===== config.mk =====
export PLATFORM = sky130hd
export DESIGN_NAME = led_hex_blink_code_sequencer_core
export DESIGN_NICKNAME = d
export VERILOG_FILES = /design/src/lhbs_pkg.sv /design/src/lhbs_cfg_regs.sv /design/src/lhbs_in_stage.sv /design/src/lhbs_seq.sv /design/src/led_hex_blink_code_sequencer_core.sv
export SDC_FILE = /design/constraint.sdc
export NUM_CORES = 1
export LEC_CHECK = 0
export ABC_AREA = 1
export BUFFER_PORTS_ARGS = -buffer_cell sky130_fd_sc_hd__buf_2
export CAP_MARGIN = 20
export CORE_MARGIN = 8
export CORE_UTILIZATION = 40
export CTS_BUF_LIST = sky130_fd_sc_hd__clkbuf_8
export CTS_CLUSTER_SIZE = 30
export DETAILED_ROUTE_END_ITERATION = 8
export GPL_TIMING_DRIVEN = 0
export PLACE_DENSITY = 0.55
export SETUP_SLACK_MARGIN = 0.02
export SYNTH_ARGS = -nofsm -noshare
export SYNTH_HDL_FRONTEND = slang
export SYNTH_SLANG_ARGS = --single-unit

===== constraint.sdc =====
create_clock -name clk_i -period 5.05 [get_ports clk_i]
set_input_delay 1.01 -clock clk_i [delete_from_list [all_inputs] [get_ports clk_i]]
set_output_delay 1.01 -clock clk_i [all_outputs]
set_load 0.005 [all_outputs]

===== src/lhbs_pkg.sv =====
package lhbs_pkg;

  // Field and register widths
  localparam int unsigned TpuW        = 21;
  localparam int unsigned NumberW     = 32;
  localparam int unsigned DigitCountW = 4;
  localparam int unsigned PreambleW   = 8;
  localparam int unsigned UnitW       = 4;
  localparam int unsigned CfgIdxW     = 1;

  // Default for the digit limit
  localparam int unsigned MaxDigitsDefault = 8;

  // Segment lengths in blink units
  localparam logic [UnitW-1:0] UnitsShort   = 4'd1;
  localparam logic [UnitW-1:0] UnitsLong    = 4'd4;
  localparam logic [UnitW-1:0] UnitsGap     = 4'd5;
  localparam logic [UnitW-1:0] UnitsEndGap  = 4'd15;

  // Action codes carried by an input word
  typedef enum logic [1:0] {
    ACT_TICK  = 2'd0,
    ACT_START = 2'd1,
    ACT_STOP  = 2'd2
  } lhbs_action_e;

  // Configuration register indexes
  typedef enum logic [CfgIdxW-1:0] {
    CFG_LOOPING_MODE   = 1'b0,
    CFG_TICKS_PER_UNIT = 1'b1
  } lhbs_cfg_idx_e;

  // Input word as held in the input register
  typedef struct packed {
    logic [1:0]             action;
    logic [NumberW-1:0]     number;
    logic [DigitCountW-1:0] digit_count;
    logic [PreambleW-1:0]   preamble_count;
  } lhbs_item_t;

  // Configuration seen by the sequencer
  typedef struct packed {
    logic            looping_mode;
    logic [TpuW-1:0] ticks_per_unit;
  } lhbs_cfg_t;

endpackage


===== src/lhbs_cfg_regs.sv =====
module lhbs_cfg_regs (
  input  logic                          clk_i,
  input  logic                          rst_ni,
  input  logic                          cfg_we_i,
  input  logic [lhbs_pkg::CfgIdxW-1:0]  cfg_idx_i,
  input  logic [lhbs_pkg::TpuW-1:0]     cfg_data_i,
  output lhbs_pkg::lhbs_cfg_t           cfg_o
);
  import lhbs_pkg::*;

  logic            looping_mode_q;
  logic [TpuW-1:0] tpu_q;

  // Register writes
  always_ff @(posedge clk_i or negedge rst_ni) begin
    if (!rst_ni) begin
      looping_mode_q <= 1'b1;
      tpu_q          <= TpuW'(1);
    end else if (cfg_we_i) begin
      unique case (lhbs_cfg_idx_e'(cfg_idx_i))
        CFG_LOOPING_MODE:   looping_mode_q <= cfg_data_i[0];
        CFG_TICKS_PER_UNIT: tpu_q          <= cfg_data_i;
        default:            ;
      endcase
    end
  end

  assign cfg_o.looping_mode   = looping_mode_q;
  assign cfg_o.ticks_per_unit = tpu_q;

endmodule


===== src/lhbs_in_stage.sv =====
module lhbs_in_stage (
  input  logic                   clk_i,
  input  logic                   rst_ni,
  input  logic                   in_vld_i,
  output logic                   in_stall_o,
  input  lhbs_pkg::lhbs_item_t   item_i,
  input  logic                   take_i,
  output logic                   vld_o,
  output lhbs_pkg::lhbs_item_t   item_o
);
  import lhbs_pkg::*;

  logic       vld_q, vld_d;
  lhbs_item_t item_q;
  logic       accept;

  // Stalls the input only while a held word cannot be taken by the sequencer
  assign in_stall_o = vld_q & ~take_i;
  assign accept     = in_vld_i & ~in_stall_o;

  always_comb begin
    vld_d = vld_q;
    if (accept) begin
      vld_d = 1'b1;
    end else if (take_i) begin
      vld_d = 1'b0;
    end
  end

  always_ff @(posedge clk_i or negedge rst_ni) begin
    if (!rst_ni) begin
      vld_q <= 1'b0;
    end else begin
      vld_q <= vld_d;
    end
  end

  // Payload, no reset
  always_ff @(posedge clk_i) begin
    if (accept) begin
      item_q <= item_i;
    end
  end

  assign vld_o  = vld_q;
  assign item_o = item_q;

endmodule


===== src/lhbs_seq.sv =====
module lhbs_seq #(
  parameter int unsigned MAX_DIGITS = lhbs_pkg::MaxDigitsDefault
) (
  input  logic                 clk_i,
  input  logic                 rst_ni,
  input  logic                 fire_i,
  input  lhbs_pkg::lhbs_item_t item_i,
  input  lhbs_pkg::lhbs_cfg_t  cfg_i,
  output logic                 led_on_o,
  output logic                 busy_res_o
);
  import lhbs_pkg::*;

  localparam int unsigned DW = $clog2(MAX_DIGITS + 1);
  localparam int unsigned KW = (DW > 3) ? DW : 3;

  typedef enum logic [2:0] {
    PH_IDLE, PH_PRE_ON, PH_PRE_OFF, PH_PRE_GAP,
    PH_BIT_ON, PH_BIT_OFF, PH_DIGIT_GAP, PH_END_GAP
  } phase_e;

  phase_e               phase_q, phase_d;
  logic [UnitW-1:0]     ut_q, ut_d;
  logic [TpuW-1:0]      presc_q, presc_d;
  logic [NumberW-1:0]   sv_q, sv_d;
  logic [DW-1:0]        di_q, di_d;
  logic [1:0]           bi_q, bi_d;
  logic [DW-1:0]        dt_q, dt_d;
  logic [PreambleW-1:0] pt_q, pt_d;
  logic [PreambleW-1:0] pl_q, pl_d;
  logic                 led_q, busy_q;

  logic                 do_pass, do_digits, do_bit, do_end;
  logic [TpuW-1:0]      tpu_eff;
  logic [TpuW-1:0]      presc_inc;
  logic [UnitW-1:0]     ut_dec;
  logic [DW-1:0]        di_inc;

  // Bit of the value shown for a digit and bit position, MSB first
  function automatic logic cur_bit(logic [NumberW-1:0] sv, logic [DW-1:0] dt,
                                   logic [DW-1:0] di, logic [1:0] bi);
    logic [DW-1:0] k;
    logic [KW-1:0] k_ext;
    logic [4:0]    pos;
    k     = dt - di - DW'(1);
    k_ext = KW'(k);
    pos   = {k_ext[2:0], 2'b11} - {3'b000, bi};
    if (di >= dt) begin
      return 1'b0;
    end else if (int'(k) > 7) begin
      // digits beyond the 32-bit value read as zero
      return 1'b0;
    end else begin
      return sv[pos];
    end
  endfunction

  assign tpu_eff   = (cfg_i.ticks_per_unit == '0) ? TpuW'(1) : cfg_i.ticks_per_unit;
  assign presc_inc = presc_q + TpuW'(1);
  assign ut_dec    = (ut_q != '0) ? ut_q - UnitW'(1) : ut_q;
  assign di_inc    = di_q + DW'(1);

  // Next state for one word
  always_comb begin
    phase_d   = phase_q;
    ut_d      = ut_q;
    presc_d   = presc_q;
    sv_d      = sv_q;
    di_d      = di_q;
    bi_d      = bi_q;
    dt_d      = dt_q;
    pt_d      = pt_q;
    pl_d      = pl_q;
    do_pass   = 1'b0;
    do_digits = 1'b0;
    do_bit    = 1'b0;
    do_end    = 1'b0;

    priority if (item_i.action == ACT_START) begin
      sv_d    = item_i.number;
      dt_d    = (int'(item_i.digit_count) > int'(MAX_DIGITS)) ? DW'(MAX_DIGITS)
                                                              : DW'(item_i.digit_count);
      pt_d    = item_i.preamble_count;
      pl_d    = item_i.preamble_count;
      di_d    = '0;
      bi_d    = '0;
      presc_d = '0;
      do_pass = 1'b1;
    end else if (item_i.action == ACT_STOP) begin
      phase_d = PH_IDLE;
      ut_d    = '0;
      presc_d = '0;
    end else if (item_i.action == ACT_TICK && phase_q != PH_IDLE) begin
      if (presc_inc >= tpu_eff) begin
        presc_d = '0;
        ut_d    = ut_dec;
        if (ut_dec == '0) begin
          // segment done: move on
          unique case (phase_q)
            PH_PRE_ON: begin
              phase_d = PH_PRE_OFF;
              ut_d    = UnitsShort;
            end
            PH_PRE_OFF: begin
              pl_d = pl_q - PreambleW'(1);
              if (pl_d != '0) begin
                phase_d = PH_PRE_ON;
                ut_d    = UnitsShort;
              end else begin
                phase_d = PH_PRE_GAP;
                ut_d    = UnitsGap;
              end
            end
            PH_PRE_GAP: do_digits = 1'b1;
            PH_BIT_ON: begin
              phase_d = PH_BIT_OFF;
              ut_d    = UnitsShort;
            end
            PH_BIT_OFF: begin
              if (bi_q == 2'd3) begin
                bi_d    = '0;
                phase_d = PH_DIGIT_GAP;
                ut_d    = UnitsGap;
              end else begin
                bi_d   = bi_q + 2'd1;
                do_bit = 1'b1;
              end
            end
            PH_DIGIT_GAP: begin
              di_d = di_inc;
              if (di_inc < dt_q) begin
                do_bit = 1'b1;
              end else begin
                do_end = 1'b1;
              end
            end
            PH_END_GAP: do_pass = 1'b1;
            default: begin
              phase_d = PH_IDLE;
              ut_d    = '0;
            end
          endcase
        end
      end else begin
        presc_d = presc_inc;
      end
    end else begin
      // idle tick or unknown code: nothing changes
    end

    // start of a pass
    if (do_pass) begin
      if (cfg_i.looping_mode) begin
        pl_d = pt_d;
        if (pt_d != '0) begin
          phase_d = PH_PRE_ON;
          ut_d    = UnitsShort;
        end else begin
          phase_d = PH_PRE_GAP;
          ut_d    = UnitsGap;
        end
      end else begin
        do_digits = 1'b1;
      end
    end

    // start of the digit part
    if (do_digits) begin
      di_d = '0;
      bi_d = '0;
      if (dt_d != '0) begin
        do_bit = 1'b1;
      end else begin
        do_end = 1'b1;
      end
    end

    // lit part of one bit
    if (do_bit) begin
      phase_d = PH_BIT_ON;
      ut_d    = cur_bit(sv_d, dt_d, di_d, bi_d) ? UnitsLong : UnitsShort;
    end

    // after the last digit
    if (do_end) begin
      if (cfg_i.looping_mode) begin
        phase_d = PH_END_GAP;
        ut_d    = UnitsEndGap;
      end else begin
        phase_d = PH_IDLE;
        ut_d    = '0;
      end
    end

    if (phase_d == PH_IDLE) begin
      presc_d = '0;
    end
  end

  // State and result register
  always_ff @(posedge clk_i or negedge rst_ni) begin
    if (!rst_ni) begin
      phase_q <= PH_IDLE;
      ut_q    <= '0;
      presc_q <= '0;
      sv_q    <= '0;
      di_q    <= '0;
      bi_q    <= '0;
      dt_q    <= '0;
      pt_q    <= '0;
      pl_q    <= '0;
      led_q   <= 1'b0;
      busy_q  <= 1'b0;
    end else if (fire_i) begin
      phase_q <= phase_d;
      ut_q    <= ut_d;
      presc_q <= presc_d;
      sv_q    <= sv_d;
      di_q    <= di_d;
      bi_q    <= bi_d;
      dt_q    <= dt_d;
      pt_q    <= pt_d;
      pl_q    <= pl_d;
      led_q   <= (phase_d == PH_PRE_ON) || (phase_d == PH_BIT_ON);
      busy_q  <= (phase_d != PH_IDLE);
    end
  end

  assign led_on_o   = led_q;
  assign busy_res_o = busy_q;

  // LED is never lit when no sequence runs
  a_led_needs_busy: assert property (@(posedge clk_i) disable iff (!rst_ni)
    !busy_q |-> !led_q)
    else $error("LED lit while idle");

  // stop always ends the sequence
  a_stop_idles: assert property (@(posedge clk_i) disable iff (!rst_ni)
    fire_i && item_i.action == ACT_STOP |=> !busy_q && phase_q == PH_IDLE)
    else $error("stop did not return to idle");

  // looping start with a preamble lights the first blink at once
  a_start_preamble: assert property (@(posedge clk_i) disable iff (!rst_ni)
    fire_i && item_i.action == ACT_START && cfg_i.looping_mode
      && item_i.preamble_count != '0 |=> led_q && phase_q == PH_PRE_ON)
    else $error("preamble blink missing after start");

  // prescaler is cleared whenever the sequencer idles
  a_idle_presc: assert property (@(posedge clk_i) disable iff (!rst_ni)
    phase_q == PH_IDLE |-> presc_q == '0)
    else $error("prescaler running while idle");

endmodule


===== src/led_hex_blink_code_sequencer_core.sv =====
// Hex blink-code sequencer for a status LED.
// Input channel (in_vld_i / in_stall_o): one word per tick, start or stop.
//   A start word loads number_i, digit_count_i (saturated to MAX_DIGITS) and
//   preamble_count_i and restarts the display; a stop word ends it at once.
//   Ticks advance the display; ticks_per_unit ticks (0 acts as 1) make one blink unit.
// Output channel (out_vld_o / out_stall_i): one word per input word, giving
//   led_on_o and busy_res_o as they stand after that input word.
// Configuration: cfg_we_i writes cfg_data_i into register cfg_idx_i
//   (0 looping_mode, 1 ticks_per_unit); write only while the block is idle.
// Path: an accepted word passes the input register, then the sequencer
//   state and result register.
// Throughput: one word per cycle while out_stall_i is low; the sequencer
//   updates its small counters each time it takes a word.
// A stall on the output holds the result and, once the input register is
//   full, raises in_stall_o in the same cycle; nothing is dropped.
// Reset clears both channels, idles the sequencer and sets looping_mode to 1
//   and ticks_per_unit to 1.
module led_hex_blink_code_sequencer_core #(
  parameter int unsigned MAX_DIGITS = lhbs_pkg::MaxDigitsDefault
) (
  input  logic                               clk_i,
  input  logic                               rst_ni,
  input  logic                               cfg_we_i,
  input  logic [lhbs_pkg::CfgIdxW-1:0]       cfg_idx_i,
  input  logic [lhbs_pkg::TpuW-1:0]          cfg_data_i,
  input  logic                               in_vld_i,
  output logic                               in_stall_o,
  input  logic [1:0]                         action_i,
  input  logic [lhbs_pkg::NumberW-1:0]       number_i,
  input  logic [lhbs_pkg::DigitCountW-1:0]   digit_count_i,
  input  logic [lhbs_pkg::PreambleW-1:0]     preamble_count_i,
  output logic                               out_vld_o,
  input  logic                               out_stall_i,
  output logic                               led_on_o,
  output logic                               busy_res_o
);
  import lhbs_pkg::*;

  lhbs_cfg_t  cfg;
  lhbs_item_t in_item, stage_item;
  logic       stage_vld;
  logic       take;
  logic       fire;
  logic       out_vld_q, out_vld_d;

  assign in_item.action         = action_i;
  assign in_item.number         = number_i;
  assign in_item.digit_count    = digit_count_i;
  assign in_item.preamble_count = preamble_count_i;

  lhbs_cfg_regs u_cfg (
    .clk_i      (clk_i),
    .rst_ni     (rst_ni),
    .cfg_we_i   (cfg_we_i),
    .cfg_idx_i  (cfg_idx_i),
    .cfg_data_i (cfg_data_i),
    .cfg_o      (cfg)
  );

  lhbs_in_stage u_in (
    .clk_i      (clk_i),
    .rst_ni     (rst_ni),
    .in_vld_i   (in_vld_i),
    .in_stall_o (in_stall_o),
    .item_i     (in_item),
    .take_i     (take),
    .vld_o      (stage_vld),
    .item_o     (stage_item)
  );

  // Result register is free when empty or being taken
  assign take = ~out_vld_q | ~out_stall_i;
  assign fire = stage_vld & take;

  lhbs_seq #(
    .MAX_DIGITS (MAX_DIGITS)
  ) u_seq (
    .clk_i      (clk_i),
    .rst_ni     (rst_ni),
    .fire_i     (fire),
    .item_i     (stage_item),
    .cfg_i      (cfg),
    .led_on_o   (led_on_o),
    .busy_res_o (busy_res_o)
  );

  // Output valid
  always_comb begin
    out_vld_d = out_vld_q;
    if (fire) begin
      out_vld_d = 1'b1;
    end else if (!out_stall_i) begin
      out_vld_d = 1'b0;
    end
  end

  always_ff @(posedge clk_i or negedge rst_ni) begin
    if (!rst_ni) begin
      out_vld_q <= 1'b0;
    end else begin
      out_vld_q <= out_vld_d;
    end
  end

  assign out_vld_o = out_vld_q;

endmodule


==> flow_metrics.env <==
export IMPL_status="complete, but fails checks"
export IMPL_violations="negative setup slack"
export IMPL_power_frac_seq_pct=42.4
export IMPL_gp_congestion=0.868
export IMPL_antenna_found_initial=0
export IMPL_switching_share_pct=39.0
export IMPL_fin_util_pct=49.1
export IMPL_top_level_ports=77
export IMPL_path_clk_slew_ns=0.11
export IMPL_fmax_mhz=195
export IMPL_cts_buffers_inserted=17
export IMPL_finalWorstSetupSlack_ns=-0.0761
export IMPL_cp_required_ns=5.47
export IMPL_num_rows=55
export IMPL_grt_total_usage_pct=17.5
export IMPL_start_kind="flip-flop"
export IMPL_power_mw=3.95
export IMPL_final_common_cell="nand2_1"
export IMPL_grt_busiest_layer="met2"
export IMPL_clockRootBuffer="clkbuf_8"
export IMPL_portBuffers=76
export IMPL_synth_seq_cells=158
export IMPL_grt_max_degree=90
export IMPL_grt_pass1_wl_um=39500
export IMPL_pwr_share_clk_pct=24.4
export IMPL_synth_area_leaders="dfrtp_1 30%, edfxtp_1 15%, nand2_1 9.7%, o21ai_0 6.3%, inv_1 6.1%"
export IMPL_ys_types=51
export IMPL_cp_end_kind="flip-flop"
export IMPL_crit_slowest_cell="dfrtp_2"
export IMPL_vias=7917
export IMPL_syn_to_final_growth_pct=21.3
export IMPL_use_met1_pct=22.4
export IMPL_die_w_um=167
export IMPL_final_hold_viol_count=0
export IMPL_syn_avg_cell_area_um2=8.20
export IMPL_fp_coreArea_um2=22400
export IMPL_die_area_um2=27800
export IMPL_syn_instance_count=1107
export IMPL_htreeDepth=4
export IMPL_yosysWarningCount=0
export IMPL_drv_cap=0
export IMPL_switchingPower_mw=1.54
export IMPL_cts_sink_count=158
export IMPL_synth_top_cell_area_share_pct=30.3
export IMPL_drive_above_1_share_pct=21.0
export IMPL_clk_latency_ns=0.48
export IMPL_peakVddDrop_uv=149
export IMPL_ant_nets=0
export IMPL_drc=0
export IMPL_setup_viol=2
export IMPL_nets=1362
export IMPL_first_global_vias=7724
export IMPL_synth_ff_type="dfrtp_1"
export IMPL_seq_area_frac_synth_pct=46.1
export IMPL_wl_um=24600
export IMPL_arrival_ns=5.55
export IMPL_clock_skew_ns=0.0174
export IMPL_crit_fanout=7
export IMPL_via_per_inst=5.12
export IMPL_min_period_over_period_pct=102
export IMPL_r2r_start="u_seq.presc_q[0]$_DFFE_PN0P_"
export IMPL_met2_usage_pct=29.9
export IMPL_worst_pin_slew_ns=0.716
export IMPL_cts_tree="yes"
export IMPL_fp_dieH_um=167
export IMPL_use_met3_pct=3.55
export IMPL_drt_iter0_drc=455
export IMPL_antenna_cells=0
export IMPL_grt_overflow_total=0
export IMPL_place_ws_ns=-0.956
export IMPL_synth_edff_count=46
export IMPL_hold_class="in -> async"
export IMPL_comb_power_share_pct=33.3
export IMPL_post_dp_hpwl_um=17500
export IMPL_holdWs_ns=0.364
export IMPL_syn_nets=1220
export IMPL_drv_slew=0
export IMPL_p_leak_nw=5.11
export IMPL_startpoint="u_seq.presc_q[0]$_DFFE_PN0P_"
export IMPL_internal_power_mw=2.41
export IMPL_synth_async_reset_ratio_pct=70.9
export IMPL_min_period_ns=5.13
export IMPL_firstDrtPassIters=5
export IMPL_clock_path_buffers=2
export IMPL_post_synth_top_area_cell="dfrtp_1"
export IMPL_start_util_pct=40.5
export IMPL_netlist_area_um2=9080
export IMPL_crit_type="reg -> reg"
export IMPL_grt_setup_unrepaired="yes"
export IMPL_final_cell_mix="226 x nand2_1, 141 x inv_1, 113 x o21ai_0"
export IMPL_power_density_nw_per_um2=359
export IMPL_wl_per_cell_um=15.9
export IMPL_slowest_delay_ns=0.42
export IMPL_slew_headroom_pct=51.8
-- worst max-delay path, delay by kind of cell (launching register included) --
kind,cells,cell delay (ns)
flops,1,0.42
xor+xnor,2,0.31
compound gates,2,0.25
buf+inv,3,0.24
simple gates,25,2.86
fa+ha+maj,4,0.96
-- layer usage --
| metal | part of all wire, % | vias up |
|---|---|---|
| li1 | - | 3952 |
| met1 | 45 | 3769 |
| met2 | 50 | 178 |
| met3 | 4.0 | 18 |
| met4 | 1.0 | 0 |
| met5 | 0 | - |
-- layout make-up --
| type | count | area (um^2) |
|---|---|---|
| clock buffers | 17 | 234 |
| inverters | 160 | 611 |
| flip-flops and latches | 158 | 4190 |
| fillers | 2206 | 11400 |
| multi-input cells | 748 | 4410 |
| clock inverters | 15 | 171 |
| well taps | 285 | 357 |
| plain buffers | 41 | 215 |
| repair buffers | 123 | 830 |
-- state kept, by name (all words and copies together), names as in the netlist, 8 cells and up --
name / flops
u_in.item_o: 46
u_seq.sv_q: 32
u_seq.pl_q: 8
u_cfg.tpu_q: 21
u_seq.pt_q: 8
u_seq.presc_q: 21
-- synthesized netlist by cell type, types with 3 or more instances --
library cell and n:
nor2_4 3, xor2_1 20, clkbuf_1 21, a22oi_1 3, nand2_4 3, inv_1 148
o211ai_1 4, nor2_2 6, inv_2 11, a21o_1 4, nand4_1 16, nand2_2 5
a21oi_1 52, ha_1 39, buf_2 7, nor2_1 70, nor4_1 7, nand3_4 3
nand2_1 235, o21ai_1 20, nand3_1 90, nand3_2 5, o21ai_0 114, o22ai_1 3
buf_6 6, nor3_1 8, buf_1 7, dfrtp_1 110, o21ai_4 3, a31oi_1 7
edfxtp_1 46, xnor2_1 7
-- final timing paths --
| kind | slack [ns] | endpoint | depth (start not counted) |
|---|---|---|---|
| setup / recovery | -0.08 | u_seq.ut_q[2]$_DFFE_PN0P_ | 36 |
| hold / removal | 0.36 | u_cfg.tpu_q[16]$_DFFE_PN0P_ | 1 |
| setup reg to reg | -0.08 | u_seq.ut_q[2]$_DFFE_PN0P_ | 36 |
| hold reg to reg | 0.50 | out_vld_o$_DFFE_PN0P_ | 2 |
| max in group asynchronous | 3.90 | u_seq.ut_q[3]$_DFFE_PN0P_ | 2 |
| min in group clk_i | 0.50 | out_vld_o$_DFFE_PN0P_ | 2 |
-- power groups by stage --
stage                     Clock, mW  Combinational [mW]  Sequential (mW)
after global routing           1.04                1.49             1.70
after global placement            0                1.16             1.69
after detailed placement          0                1.18             1.70
after CTS                     0.990                1.28             1.67
after floorplan                   0               0.861             1.67
final                         0.964                1.32             1.67
-- what timing repair did --
| item | 4_1_cts | 5_1_grt |
|---|---|---|
| setup buffers | 29 | 11 |
| gates cloned | 4 | 1 |
| gates resized for setup | 43 | 38 |
| hold buffers | 0 | 0 |
| endpoints found under the hold margin | 0 | 0 |
| setup endpoints to repair | 27 | 29 |
| pin swaps | 35 | 26 |
-- stage by stage --
stage	TNS [ns]	cells	cell area (um^2)
final	-0.106	1547	11000
after global routing	-4.31	1547	11000
after CTS	-1.30	1535	10700
after detailed placement	-9.80	1470	9880
after global placement	-8.25	1468	9830
after floorplan	0	1107	9090
-- kinds of logic (layout without fill, tap and decap cells) --
group | count (synthesis) | in the layout | synth area share [%]
compound gates | 226 | 226 | 14.1
flops | 158 | 158 | 46.1
xor+xnor | 27 | 27 | 2.61
fa+ha+maj | 40 | 40 | 5.60
buf+inv | 201 | 356 | 8.93
simple gates | 455 | 455 | 22.7
(Power assumes the default switching activity.)
